==> src/hdl/i2cmrr_pkg.sv <==
// Shared types and constants for the I2C master register-read block.
// No dependencies; imported by every module under hdl/.
`default_nettype none

package i2cmrr_pkg;

   localparam int TickWidth   = 10;
   localparam int CsrIdxWidth = 2;
   localparam int ReqWidth    = 24;
   localparam int RspWidth    = 24;

   // register indexes on the configuration port
   localparam logic [CsrIdxWidth-1:0] CSR_START_HOLD = 2'd0;
   localparam logic [CsrIdxWidth-1:0] CSR_LOW        = 2'd1;
   localparam logic [CsrIdxWidth-1:0] CSR_HIGH       = 2'd2;

   localparam logic [TickWidth-1:0] START_HOLD_RST = 10'd4;
   localparam logic [TickWidth-1:0] LOW_RST        = 10'd5;
   localparam logic [TickWidth-1:0] HIGH_RST       = 10'd4;

   localparam logic [7:0] BYTE_ONES  = 8'hFF;
   localparam logic [7:0] BYTE_ZEROS = 8'h00;

   // sequencer phases, one-hot
   typedef enum logic [11:0] {
      PH_IDLE      = 12'b0000_0000_0001,
      PH_S1_SETUP  = 12'b0000_0000_0010,
      PH_S1_HOLD   = 12'b0000_0000_0100,
      PH_S2_SETUP  = 12'b0000_0000_1000,
      PH_S2_HOLD   = 12'b0000_0001_0000,
      PH_BIT_LOW   = 12'b0000_0010_0000,
      PH_BIT_RISE  = 12'b0000_0100_0000,
      PH_BIT_HIGH  = 12'b0000_1000_0000,
      PH_STOP_LOW  = 12'b0001_0000_0000,
      PH_STOP_RISE = 12'b0010_0000_0000,
      PH_STOP_HOLD = 12'b0100_0000_0000,
      PH_STOP_TAIL = 12'b1000_0000_0000
   } phase_type;

   // which byte of the transaction is on the bus, one-hot
   typedef enum logic [4:0] {
      ST_ADDR_W = 5'b00001,
      ST_REG    = 5'b00010,
      ST_ADDR_R = 5'b00100,
      ST_DATA1  = 5'b01000,
      ST_DATA2  = 5'b10000
   } stage_type;

   typedef struct packed {
      logic [TickWidth-1:0] start_hold_ticks;
      logic [TickWidth-1:0] low_ticks;
      logic [TickWidth-1:0] high_ticks;
   } cfg_type;

   typedef struct packed {
      logic       clear_error;
      logic       sda_in;
      logic       scl_in;
      logic [7:0] register_address;
      logic [6:0] device_address;
      logic       word_read;
      logic       go;
   } req_type;

   typedef struct packed {
      logic        no_ack_error;
      logic [15:0] read_value;
      logic        done_res;
      logic        busy_res;
      logic        sda_pull_low;
      logic        scl_pull_low;
   } rsp_type;

endpackage

`default_nettype wire

==> src/hdl/i2cmrr_csr.sv <==
// Timing registers written through the configuration channel.
// Depends on i2cmrr_pkg.
`default_nettype none

module i2cmrr_csr (
   input  wire logic                                clock,
   input  wire logic                                reset,
   input  wire logic                                csr_valid,
   output logic                                     csr_ready,
   input  wire logic [i2cmrr_pkg::CsrIdxWidth-1:0]  csr_index,
   input  wire logic [i2cmrr_pkg::TickWidth-1:0]    csr_data,
   output i2cmrr_pkg::cfg_type                      cfg
);
   import i2cmrr_pkg::*;

   cfg_type cfg_ff, cfg_in;

   // writes always taken; unknown indexes are dropped
   assign csr_ready = 1'b1;

   always_comb begin
      cfg_in = cfg_ff;
      if (csr_valid) begin
         unique case (csr_index)
            CSR_START_HOLD: cfg_in.start_hold_ticks = csr_data;
            CSR_LOW:        cfg_in.low_ticks        = csr_data;
            CSR_HIGH:       cfg_in.high_ticks       = csr_data;
            default:        cfg_in                  = cfg_ff;
         endcase
      end
   end

   always_ff @(posedge clock) begin
      if (reset) begin
         cfg_ff.start_hold_ticks <= START_HOLD_RST;
         cfg_ff.low_ticks        <= LOW_RST;
         cfg_ff.high_ticks       <= HIGH_RST;
      end else begin
         cfg_ff <= cfg_in;
      end
   end

   assign cfg = cfg_ff;

endmodule

`default_nettype wire

==> src/hdl/i2cmrr_seq.sv <==
// Bus sequencer: state registers and the per-tick next-state logic.
// Depends on i2cmrr_pkg.
`default_nettype none

module i2cmrr_seq (
   input  wire logic                 clock,
   input  wire logic                 reset,
   input  wire logic                 step,
   input  wire i2cmrr_pkg::req_type  item,
   input  wire i2cmrr_pkg::cfg_type  cfg,
   output i2cmrr_pkg::rsp_type       result
);
   import i2cmrr_pkg::*;

   phase_type             phase_ff, phase_in;
   stage_type             stage_ff, stage_in;
   logic [TickWidth-1:0]  tick_ff, tick_in;
   logic [7:0]            shift_ff, shift_in;
   logic [3:0]            bit_ff, bit_in;
   logic [15:0]           word_ff, word_in;
   logic                  nack_ff, nack_in;
   logic [6:0]            dev_ff, dev_in;
   logic [7:0]            reg_ff, reg_in;
   logic                  wide_ff, wide_in;
   logic                  scl_ff, scl_in_r;
   logic                  sda_ff, sda_in_r;

   logic [TickWidth-1:0]  limit;
   logic                  hit;
   logic [TickWidth-1:0]  tick_next;
   logic [7:0]            shift_new;
   logic                  reading;
   logic                  done;

   // counter limit for the current phase
   always_comb begin
      limit = cfg.low_ticks;
      if (phase_ff == PH_S1_SETUP || phase_ff == PH_S2_SETUP) begin
         limit = cfg.start_hold_ticks;
      end else if (phase_ff == PH_S1_HOLD || phase_ff == PH_S2_HOLD ||
                   phase_ff == PH_BIT_HIGH || phase_ff == PH_STOP_HOLD) begin
         limit = cfg.high_ticks;
      end
   end

   // a limit of zero ends on the first tick, as a limit of one
   assign hit       = ({1'b0, tick_ff} + 11'd1) >= {1'b0, limit};
   assign tick_next = hit ? '0 : tick_ff + 10'd1;
   assign shift_new = {shift_ff[6:0], item.sda_in};
   assign reading   = (stage_ff == ST_DATA1) || (stage_ff == ST_DATA2);

   // next state for one tick
   always_comb begin
      phase_in = phase_ff;
      stage_in = stage_ff;
      tick_in  = tick_ff;
      shift_in = shift_ff;
      bit_in   = bit_ff;
      word_in  = word_ff;
      dev_in   = dev_ff;
      reg_in   = reg_ff;
      wide_in  = wide_ff;
      scl_in_r = scl_ff;
      sda_in_r = sda_ff;
      done     = 1'b0;
      nack_in  = item.clear_error ? 1'b0 : nack_ff;

      unique case (phase_ff)
         PH_IDLE: begin
            scl_in_r = 1'b0;
            sda_in_r = 1'b0;
            if (item.go) begin
               dev_in   = item.device_address;
               reg_in   = item.register_address;
               wide_in  = item.word_read;
               tick_in  = '0;
               phase_in = PH_S1_SETUP;
            end
         end
         PH_S1_SETUP, PH_S2_SETUP: begin
            scl_in_r = 1'b0;
            sda_in_r = 1'b0;
            if (!item.scl_in) begin
               tick_in = '0;
            end else begin
               tick_in = tick_next;
               if (hit) begin
                  sda_in_r = 1'b1;
                  phase_in = (phase_ff == PH_S1_SETUP) ? PH_S1_HOLD : PH_S2_HOLD;
               end
            end
         end
         PH_S1_HOLD, PH_S2_HOLD: begin
            tick_in = tick_next;
            if (hit) begin
               scl_in_r = 1'b1;
               bit_in   = '0;
               tick_in  = '0;
               phase_in = PH_BIT_LOW;
               if (phase_ff == PH_S1_HOLD) begin
                  shift_in = {dev_ff, 1'b0};
                  stage_in = ST_ADDR_W;
               end else begin
                  shift_in = {dev_ff, 1'b1};
                  stage_in = ST_ADDR_R;
               end
            end
         end
         PH_BIT_LOW: begin
            // data bit, or the acknowledge slot after eight bits
            if (!bit_ff[3]) begin
               sda_in_r = ~shift_ff[7];
            end else begin
               sda_in_r = (stage_ff == ST_DATA1) && wide_ff;
            end
            tick_in = tick_next;
            if (hit) begin
               scl_in_r = 1'b0;
               phase_in = PH_BIT_RISE;
            end
         end
         PH_BIT_RISE: begin
            // wait out clock stretching
            if (item.scl_in) begin
               tick_in  = '0;
               phase_in = PH_BIT_HIGH;
            end
         end
         PH_BIT_HIGH: begin
            tick_in = tick_next;
            if (hit) begin
               scl_in_r = 1'b1;
               phase_in = PH_BIT_LOW;
               if (!bit_ff[3]) begin
                  shift_in = shift_new;
                  bit_in   = bit_ff + 4'd1;
                  if (bit_ff == 4'd7 && reading) begin
                     if (stage_ff == ST_DATA1) begin
                        word_in = wide_ff ? {shift_new, BYTE_ZEROS}
                                          : {BYTE_ZEROS, shift_new};
                     end else begin
                        word_in = {word_ff[15:8], shift_new};
                     end
                  end
               end else begin
                  if (!reading && item.sda_in) begin
                     nack_in = 1'b1;
                  end
                  bit_in  = '0;
                  tick_in = '0;
                  if (stage_ff == ST_ADDR_W) begin
                     shift_in = reg_ff;
                     stage_in = ST_REG;
                  end else if (stage_ff == ST_REG) begin
                     bit_in   = bit_ff;
                     phase_in = PH_S2_SETUP;
                  end else if (stage_ff == ST_ADDR_R) begin
                     shift_in = BYTE_ONES;
                     stage_in = ST_DATA1;
                  end else if (stage_ff == ST_DATA1 && wide_ff) begin
                     shift_in = BYTE_ONES;
                     stage_in = ST_DATA2;
                  end else begin
                     bit_in   = bit_ff;
                     shift_in = BYTE_ONES;
                     phase_in = PH_STOP_LOW;
                  end
               end
            end
         end
         PH_STOP_LOW: begin
            sda_in_r = 1'b1;
            tick_in  = tick_next;
            if (hit) begin
               scl_in_r = 1'b0;
               phase_in = PH_STOP_RISE;
            end
         end
         PH_STOP_RISE: begin
            if (item.scl_in) begin
               tick_in  = '0;
               phase_in = PH_STOP_HOLD;
            end
         end
         PH_STOP_HOLD: begin
            tick_in = tick_next;
            if (hit) begin
               sda_in_r = 1'b0;
               phase_in = PH_STOP_TAIL;
            end
         end
         PH_STOP_TAIL: begin
            tick_in = tick_next;
            if (hit) begin
               phase_in = PH_IDLE;
               done     = 1'b1;
            end
         end
         default: begin
            phase_in = PH_IDLE;
            tick_in  = '0;
            scl_in_r = 1'b0;
            sda_in_r = 1'b0;
         end
      endcase
   end

   // state update on each accepted tick
   always_ff @(posedge clock) begin
      if (reset) begin
         phase_ff <= PH_IDLE;
         stage_ff <= ST_ADDR_W;
         tick_ff  <= '0;
         shift_ff <= BYTE_ONES;
         bit_ff   <= '0;
         word_ff  <= '0;
         nack_ff  <= 1'b0;
         dev_ff   <= '0;
         reg_ff   <= '0;
         wide_ff  <= 1'b0;
         scl_ff   <= 1'b0;
         sda_ff   <= 1'b0;
      end else if (step) begin
         phase_ff <= phase_in;
         stage_ff <= stage_in;
         tick_ff  <= tick_in;
         shift_ff <= shift_in;
         bit_ff   <= bit_in;
         word_ff  <= word_in;
         nack_ff  <= nack_in;
         dev_ff   <= dev_in;
         reg_ff   <= reg_in;
         wide_ff  <= wide_in;
         scl_ff   <= scl_in_r;
         sda_ff   <= sda_in_r;
      end
   end

   // result word shows the state after this tick
   always_comb begin
      result.scl_pull_low = scl_in_r;
      result.sda_pull_low = sda_in_r;
      result.busy_res     = (phase_in != PH_IDLE);
      result.done_res     = done;
      result.read_value   = word_in;
      result.no_ack_error = nack_in;
   end

endmodule

`default_nettype wire

==> src/hdl/i2c_master_register_read.sv <==
// Top level of the I2C master register-read block: stream ports, output register.
// Depends on i2cmrr_pkg, i2cmrr_csr and i2cmrr_seq.
//
//   channel  | direction | word
//   req_     | in        | one bus timing tick with request and sampled lines
//   rsp_     | out       | line drives and status after that tick
//   csr_     | in        | write of one timing register
//
// One word in, one word out; a new request word is taken every cycle while the
// response register is empty or being drained; the response is registered.
// The sequencer state advances only on accepted request words.
// Reset is synchronous: bus released, idle, timing registers at 4/5/4.
// A stalled response holds its word and stops intake until it is taken.
`default_nettype none

module i2c_master_register_read (
   input  wire logic                                clock,
   input  wire logic                                reset,
   // from bit 0: go, word_read, device_address[6:0], register_address[7:0],
   // scl_in, sda_in, clear_error, zero pad
   input  wire logic [i2cmrr_pkg::ReqWidth-1:0]     req_tdata,
   input  wire logic                                req_tvalid,
   output logic                                     req_tready,
   // from bit 0: scl_pull_low, sda_pull_low, busy_res, done_res,
   // read_value[15:0], no_ack_error, zero pad
   output logic [i2cmrr_pkg::RspWidth-1:0]          rsp_tdata,
   output logic                                     rsp_tvalid,
   input  wire logic                                rsp_tready,
   input  wire logic                                csr_valid,
   output logic                                     csr_ready,
   input  wire logic [i2cmrr_pkg::CsrIdxWidth-1:0]  csr_index,
   input  wire logic [i2cmrr_pkg::TickWidth-1:0]    csr_data
);
   import i2cmrr_pkg::*;

   cfg_type  cfg;
   req_type  item;
   rsp_type  result;
   logic     step;

   rsp_type  rsp_ff, rsp_in;
   logic     rsp_valid_ff, rsp_valid_in;

   assign item = req_type'(req_tdata[$bits(req_type)-1:0]);

   i2cmrr_csr u_csr (
      .clock     (clock),
      .reset     (reset),
      .csr_valid (csr_valid),
      .csr_ready (csr_ready),
      .csr_index (csr_index),
      .csr_data  (csr_data),
      .cfg       (cfg)
   );

   i2cmrr_seq u_seq (
      .clock  (clock),
      .reset  (reset),
      .step   (step),
      .item   (item),
      .cfg    (cfg),
      .result (result)
   );

   // intake whenever the response register is free this cycle
   assign req_tready = !rsp_valid_ff || rsp_tready;
   assign step       = req_tvalid && req_tready;

   always_comb begin
      rsp_in       = rsp_ff;
      rsp_valid_in = rsp_valid_ff;
      if (step) begin
         rsp_in       = result;
         rsp_valid_in = 1'b1;
      end else if (rsp_tready) begin
         rsp_valid_in = 1'b0;
      end
   end

   always_ff @(posedge clock) begin
      if (reset) begin
         rsp_valid_ff <= 1'b0;
      end else begin
         rsp_valid_ff <= rsp_valid_in;
      end
   end

   always_ff @(posedge clock) begin
      rsp_ff <= rsp_in;
   end

   assign rsp_tvalid = rsp_valid_ff;
   assign rsp_tdata  = {{(RspWidth-$bits(rsp_type)){1'b0}}, rsp_ff};

endmodule

`default_nettype wire
==> config.mk <==
export PLATFORM = sky130hd
export DESIGN_NAME = i2c_master_register_read
export DESIGN_NICKNAME = d
export VERILOG_FILES = /design/src/hdl/i2cmrr_pkg.sv /design/src/hdl/i2cmrr_csr.sv /design/src/hdl/i2cmrr_seq.sv /design/src/hdl/i2c_master_register_read.sv
export SDC_FILE = /design/constraint.sdc
export NUM_CORES = 1
export LEC_CHECK = 0
export BUFFER_PORTS_ARGS = -buffer_cell sky130_fd_sc_hd__buf_4
export CAP_MARGIN = 20
export CORE_MARGIN = 4
export CORE_UTILIZATION = 64
export DETAILED_ROUTE_END_ITERATION = 10
export GPL_ROUTABILITY_DRIVEN = 0
export PLACE_DENSITY = 0.84
export REMOVE_ABC_BUFFERS = 1
export SLEW_MARGIN = 15
export SYNTH_ARGS = -nofsm -noshare
export SYNTH_HDL_FRONTEND = slang
export SYNTH_SLANG_ARGS = --single-unit
==> constraint.sdc <==
create_clock -name clock -period 9.5 [get_ports clock]
set_input_delay 0.95 -clock clock [delete_from_list [all_inputs] [get_ports clock]]
set_output_delay 0.95 -clock clock [all_outputs]
set_load 0.02 [all_outputs]
# Word level (Yosys, flattened, before mapping)
# Index checks and enable logic that the tools add are counted.
# word_totals
output_inout_bits	27
regBits	126
elab_cells	163
in_bits	41
# op_classes
bitwise	1
reduce_logical	32
addsub	3
n_eq_ne	30
mux	73
order_cmp	1
# ops
cell	count
2-to-1 mux 12 bit	15
case mux 12 bit (10 select lines)	1
2-to-1 mux 16 bit	6
2-to-1 mux 10 bit	9
case mux 10 bit (6 select lines)	1
2-to-1 mux 5 bit	8
2-to-1 mux 8 bit	5
2-to-1 mux 4 bit	7
case mux 8 bit (2 select lines)	1
2-to-1 mux 1 bit	14
equality test 12 x 1 -> 1 bit (second input constant)	1
equality test 12 x 10 -> 1 bit (second input constant)	1
equality test 12 x 11 -> 1 bit (second input constant)	1
equality test 12 bit (second input constant)	1
equality test 12 x 2 -> 1 bit (second input constant)	1
equality test 12 x 3 -> 1 bit (second input constant)	1
equality test 12 x 4 -> 1 bit (second input constant)	1
equality test 12 x 5 -> 1 bit (second input constant)	1
equality test 12 x 6 -> 1 bit (second input constant)	1
equality test 12 x 7 -> 1 bit (second input constant)	1
equality test 12 x 8 -> 1 bit (second input constant)	1
equality test 12 x 9 -> 1 bit (second input constant)	1
!= test 12 x 1 -> 1 bit (second input constant)	1
adder 10 x 1 -> 11 bit (second input constant)	1
other kinds (38)	59

# Depth between registers and ports, before layout
# logic_depth
word_depth	11
ltp_mapped	17
mapped_depth_nobuf	13

# By module
# A second synthesis with hierarchy kept.
# hier_totals
cells_unflattened	721
area_unflattened_um2	6429.9
# modules_own_cells
mod	area_each_um2	cells_per_inst	n_inst	seq_area_each_um2
i2cmrr_seq	4481.8	576	1	1481.4
i2cmrr_csr	1236.2	115	1	600.6
i2c_master_register_read	711.9	30	1	650.6

# Worst setup path before layout
# Ideal clock, no wire load.
# synth_timing
path_kind	reg-to-reg
from	reg u_seq.phase_ff[0]
to	reg rsp_ff (netlist bit rsp_tdata[0]) (data pin)
setup_ns	0.271
slack_ns	5.688
synth_period_minus_slack_ns	3.812
t_arrival_ns	3.541
stages_incl_launch_ff	17
path_buffers	4
required_ns	9.229
cell_sequence	dfxtp_1 -> or3_1 -> buf_2 -> a211o_1 -> o22ai_1 -> buf_2 -> mux2i_1 -> nor2_1 -> a21oi_1 -> ha_1 -> and2_1 -> a221oi_1 -> o21ai_1 -> a21oi_1 -> buf_2 -> buf_2 -> o21ai_0
# synth_lines
item	line_no	text
start, declared	i2cmrr_seq.sv:15	phase_type phase_ff, phase_in;
start signal, assigned	i2cmrr_seq.sv:224	phase_ff <= phase_in;
end signal, assigned	i2c_master_register_read.sv:89	rsp_ff <= rsp_in;
end, declared	i2c_master_register_read.sv:41	rsp_type rsp_ff, rsp_in;

==> metrics.txt <==
status completed; area growth from synthesis to layout 14.30%; # hold bufs at CTS 0; initial DRC count 678; worst vdd ir roughly 140 µV; number of global-route vias before repair between 6,000 and 7,000; Startpoint Class flop; grt ovf 0; Remaining DRCs 0; final setup TNS 0 ps; Horiz. Die Dim 111.2 µm; Layout Nets 866; Clock Skew ~6.6 ps; cell chain of the critical path or3_1 > nor3_1 > and2_1 > a21oi_1 > ha_1 > and2_1 > o2111ai_1 > o21ai_1 > a21o_1 > buf_4 > nand4_1 > mux2_2; Crit-path slowest cell and2_1; Main synth FF type dfxtp_1; Total Routing Usage GR 0.2806; crit path to rsp_tdata[7]$_DFFE_PP_; WP data required 9780 ps; FMAX 197.3 MHz; Initial Util 0.6572; Clock Latency Late Sink between 500 and 600 ps; post-detail-place hpwl ~11,000 µm; fillers roughly 750; crit share post-route 0.5336; WL met1 6892 µm; CTS Buf Count 17; Cell Area, Synth between 6000 and 7000 µm²; library cells used by synthesis 73; Power, Total 1.279 mW; first-pass GRT wire length around 29,000 µm; asr flop ratio synth 0; EDFF count, synth 21; fin crit period 5070 ps; Die H approximately 110 µm; top layer in use met4; Crit path largest cell delay approximately 680 ps; Final Setup Violations 0; # resized after CTS 0; Crit. Startpoint u_seq.phase_ff[11]$_SDFFE_PP0P_; reg2reg end rsp_tdata[7]$_DFFE_PP_; syn_area_per_cell roughly 8.6 µm²; Worst Hold Slack around 450 ps; Worst Path Buf+Inv 1; 1st-pass router iterations 5; proportion of synthesized chip area in sequential cells 0.4010; final WL 17,410 µm; dominant cell by count in the synthesized netlist dfxtp_1; met3 wire len around 1400 µm; core box area slightly above 10,000 µm²; CP Class flop to flop; initial antenna violation count 0; io pins between 60 and 70; Hold Crit Start u_csr.cfg[15]$_SDFFE_PP0P_; top cells by count, synth 105 x dfxtp_1, 79 x nor2_1, 61 x a21oi_1, 59 x nand2_1, 46 x mux2i_1; Finished Layout Cells about 960; site row count 37; Mapped Cells approximately 790; Reg clk slew, reported paths 60 ps; Final ANT Viol Nets 0; Ys Warns 0; Max clock buf depth 2; share of layout cells above drive strength 1 0.1598; Worst EP arrival between 5000 and 6000 ps; reg-to-reg setup timing slack around 4400 ps; R2R Path Start u_seq.phase_ff[11]$_SDFFE_PP0P_; cell taking the most area after synthesis dfxtp_1; vias per inst between 6 and 7; Min-Delay Path Class flop to flop; normalized max-slew margin 0.2770; RSZ-0062 raised after global routing no; dpl cells roughly 930; CP Depth 12; register bit total from synthesis about 130; Die ar. 12,360 µm²; CTS Sinks 126; Final Hold Viols 0; final core occ 0.7512; clock root buffer master clkbuf_8; Worst Reg-to-Reg Cells 12; metal2 WL 8495 µm; power per cell area 164.2 nW/µm²; CP most frequent cell and2_1; htree depth 4; Post-CTS Setup Inserts 0; Final Slew Violations 0; Least-Margin Pin Slew roughly 1100 ps; Static Leak a little under 3 nW; MaxCap Viol Count 0; Largest delay share family, worst path simple AND/OR/NAND/NOR gates; top post-synthesis cells by area dfxtp_1 31%, edfxtp_1 9.3%, mux2i_1 6.8%; Yosys top cell area share 0.3084; largest net degree at the start of global routing 74; port buffer count between 50 and 60; average wire per standard cell roughly 18 µm; Inserted Diodes 0; Via Count roughly 6,300; crit end category flop; CTS tree yes; maximum fanout along the worst path 42
-- sequential cells by signal (all words and copies together), names as in the netlist --
| register | count |
|---|---|
| u_seq.stage_ff | 5 |
| u_seq.scl_ff | 1 |
| u_seq.bit_ff | 4 |
| u_seq.tick_ff | 10 |
| rsp_tdata | 21 |
| u_seq.shift_ff | 8 |
| rsp_tvalid | 1 |
| u_seq.sda_ff | 1 |
| u_seq.phase_ff | 12 |
| u_csr.cfg | 30 |
| u_seq.wide_ff | 1 |
| u_seq.reg_ff | 8 |
| u_seq.word_ff | 16 |
| u_seq.dev_ff | 7 |
| u_seq.nack_ff | 1 |
-- cell type report --
cell class,count,area [µm²],share of cell area
well taps,136,170.2,0.02184
inverters,8,30.03,0.003855
clock buffers,20,435.4,0.05589
clock inverters,12,112.6,0.01446
flip-flops and latches,126,2733,0.3508
repair buffers,67,510.5,0.06553
multi-input cells,593,3799,0.4876
-- cell usage in the layout, fill, tap and decap left out, types with 6 or more instances in the layout --
| master | n |
|---|---|
| a211oi_1 | 6 |
| a21oi_1 | 60 |
| a22o_1 | 8 |
| a31oi_1 | 13 |
| and2_1 | 10 |
| buf_4 | 66 |
| clkbuf_16 | 16 |
| dfxtp_1 | 105 |
| edfxtp_1 | 21 |
| ha_1 | 12 |
| inv_1 | 7 |
| mux2_2 | 9 |
| mux2i_1 | 46 |
| nand2_1 | 59 |
| nand2b_1 | 23 |
| nand3_1 | 25 |
| nand4_1 | 29 |
| nor2_1 | 79 |
| nor2b_1 | 6 |
| nor3_1 | 18 |
| nor3b_1 | 6 |
| nor4_1 | 11 |
| o21ai_0 | 37 |
| o21bai_1 | 8 |
| o22ai_1 | 11 |
| or3_1 | 8 |
| xnor2_1 | 11 |
| xor2_1 | 6 |
-- where the power goes --
| group | switching [mW] | internal, mW |
|---|---|---|
| combinational | 0.0713 | 0.0417 |
| sequential | 0.00759 | 0.557 |
| clock | 0.247 | 0.355 |
| total | 0.326 | 0.954 |
-- kinds of logic after synthesis --
| group | after synthesis | share of synthesized area |
|---|---|---|
| adders and majority gates | 12 | 0.02203 |
| other | 2 | 0.001102 |
| DFF | 126 | 0.4010 |
| AOI/OAI and AO/OA | 189 | 0.1766 |
| xor gates and xnor gates | 17 | 0.02185 |
| and+or+nand+nor | 316 | 0.2499 |
| muxes | 55 | 0.08243 |
| buffers and inverters | 71 | 0.04516 |
-- worst reg2reg max path: stages, from the launching register on --
cell and delay, ps:
dfxtp_1 430, or3_1 480, nor3_1 450, and2_1 680, a21oi_1 200, ha_1 340
and2_1 150, o2111ai_1 130, o21ai_1 420, a21o_1 180, buf_4 410, nand4_1 500
mux2_2 440
-- layer usage --
metal | vias up | track usage
li1 | 2936 | -
met1 | 2956 | 0.3496
met2 | 347 | 0.4612
met3 | 64 | 0.05950
met4 | 0 | 0.1371
met5 | - | 0
-- through the flow --
| stage | worst slack [ps] | area (µm²) |
|---|---|---|
| after floorplan | 3886 | 6545 |
| after global placement | 4681 | 7227 |
| after detailed placement | 4560 | 7227 |
| after CTS | 4488 | 7775 |
| after global routing | 4122 | 7790 |
| final | 4430 | 7790 |
-- worst min-delay path by stage --
| stage | to | slack [ps] | cells past startpoint |
|---|---|---|---|
| after floorplan | u_seq.nack_ff$_SDFFE_PP0P_ | 430 | 2 |
| after global placement | u_csr.cfg[11]$_SDFFE_PP0P_ | 440 | 2 |
| after detailed placement | u_csr.cfg[15]$_SDFFE_PP0P_ | 450 | 2 |
| after CTS | u_csr.cfg[15]$_SDFFE_PP0P_ | 450 | 2 |
| after global routing | u_csr.cfg[15]$_SDFFE_PP0P_ | 470 | 2 |
| final | u_csr.cfg[15]$_SDFFE_PP0P_ | 450 | 2 |
Power figures use the tool's default switching activity.
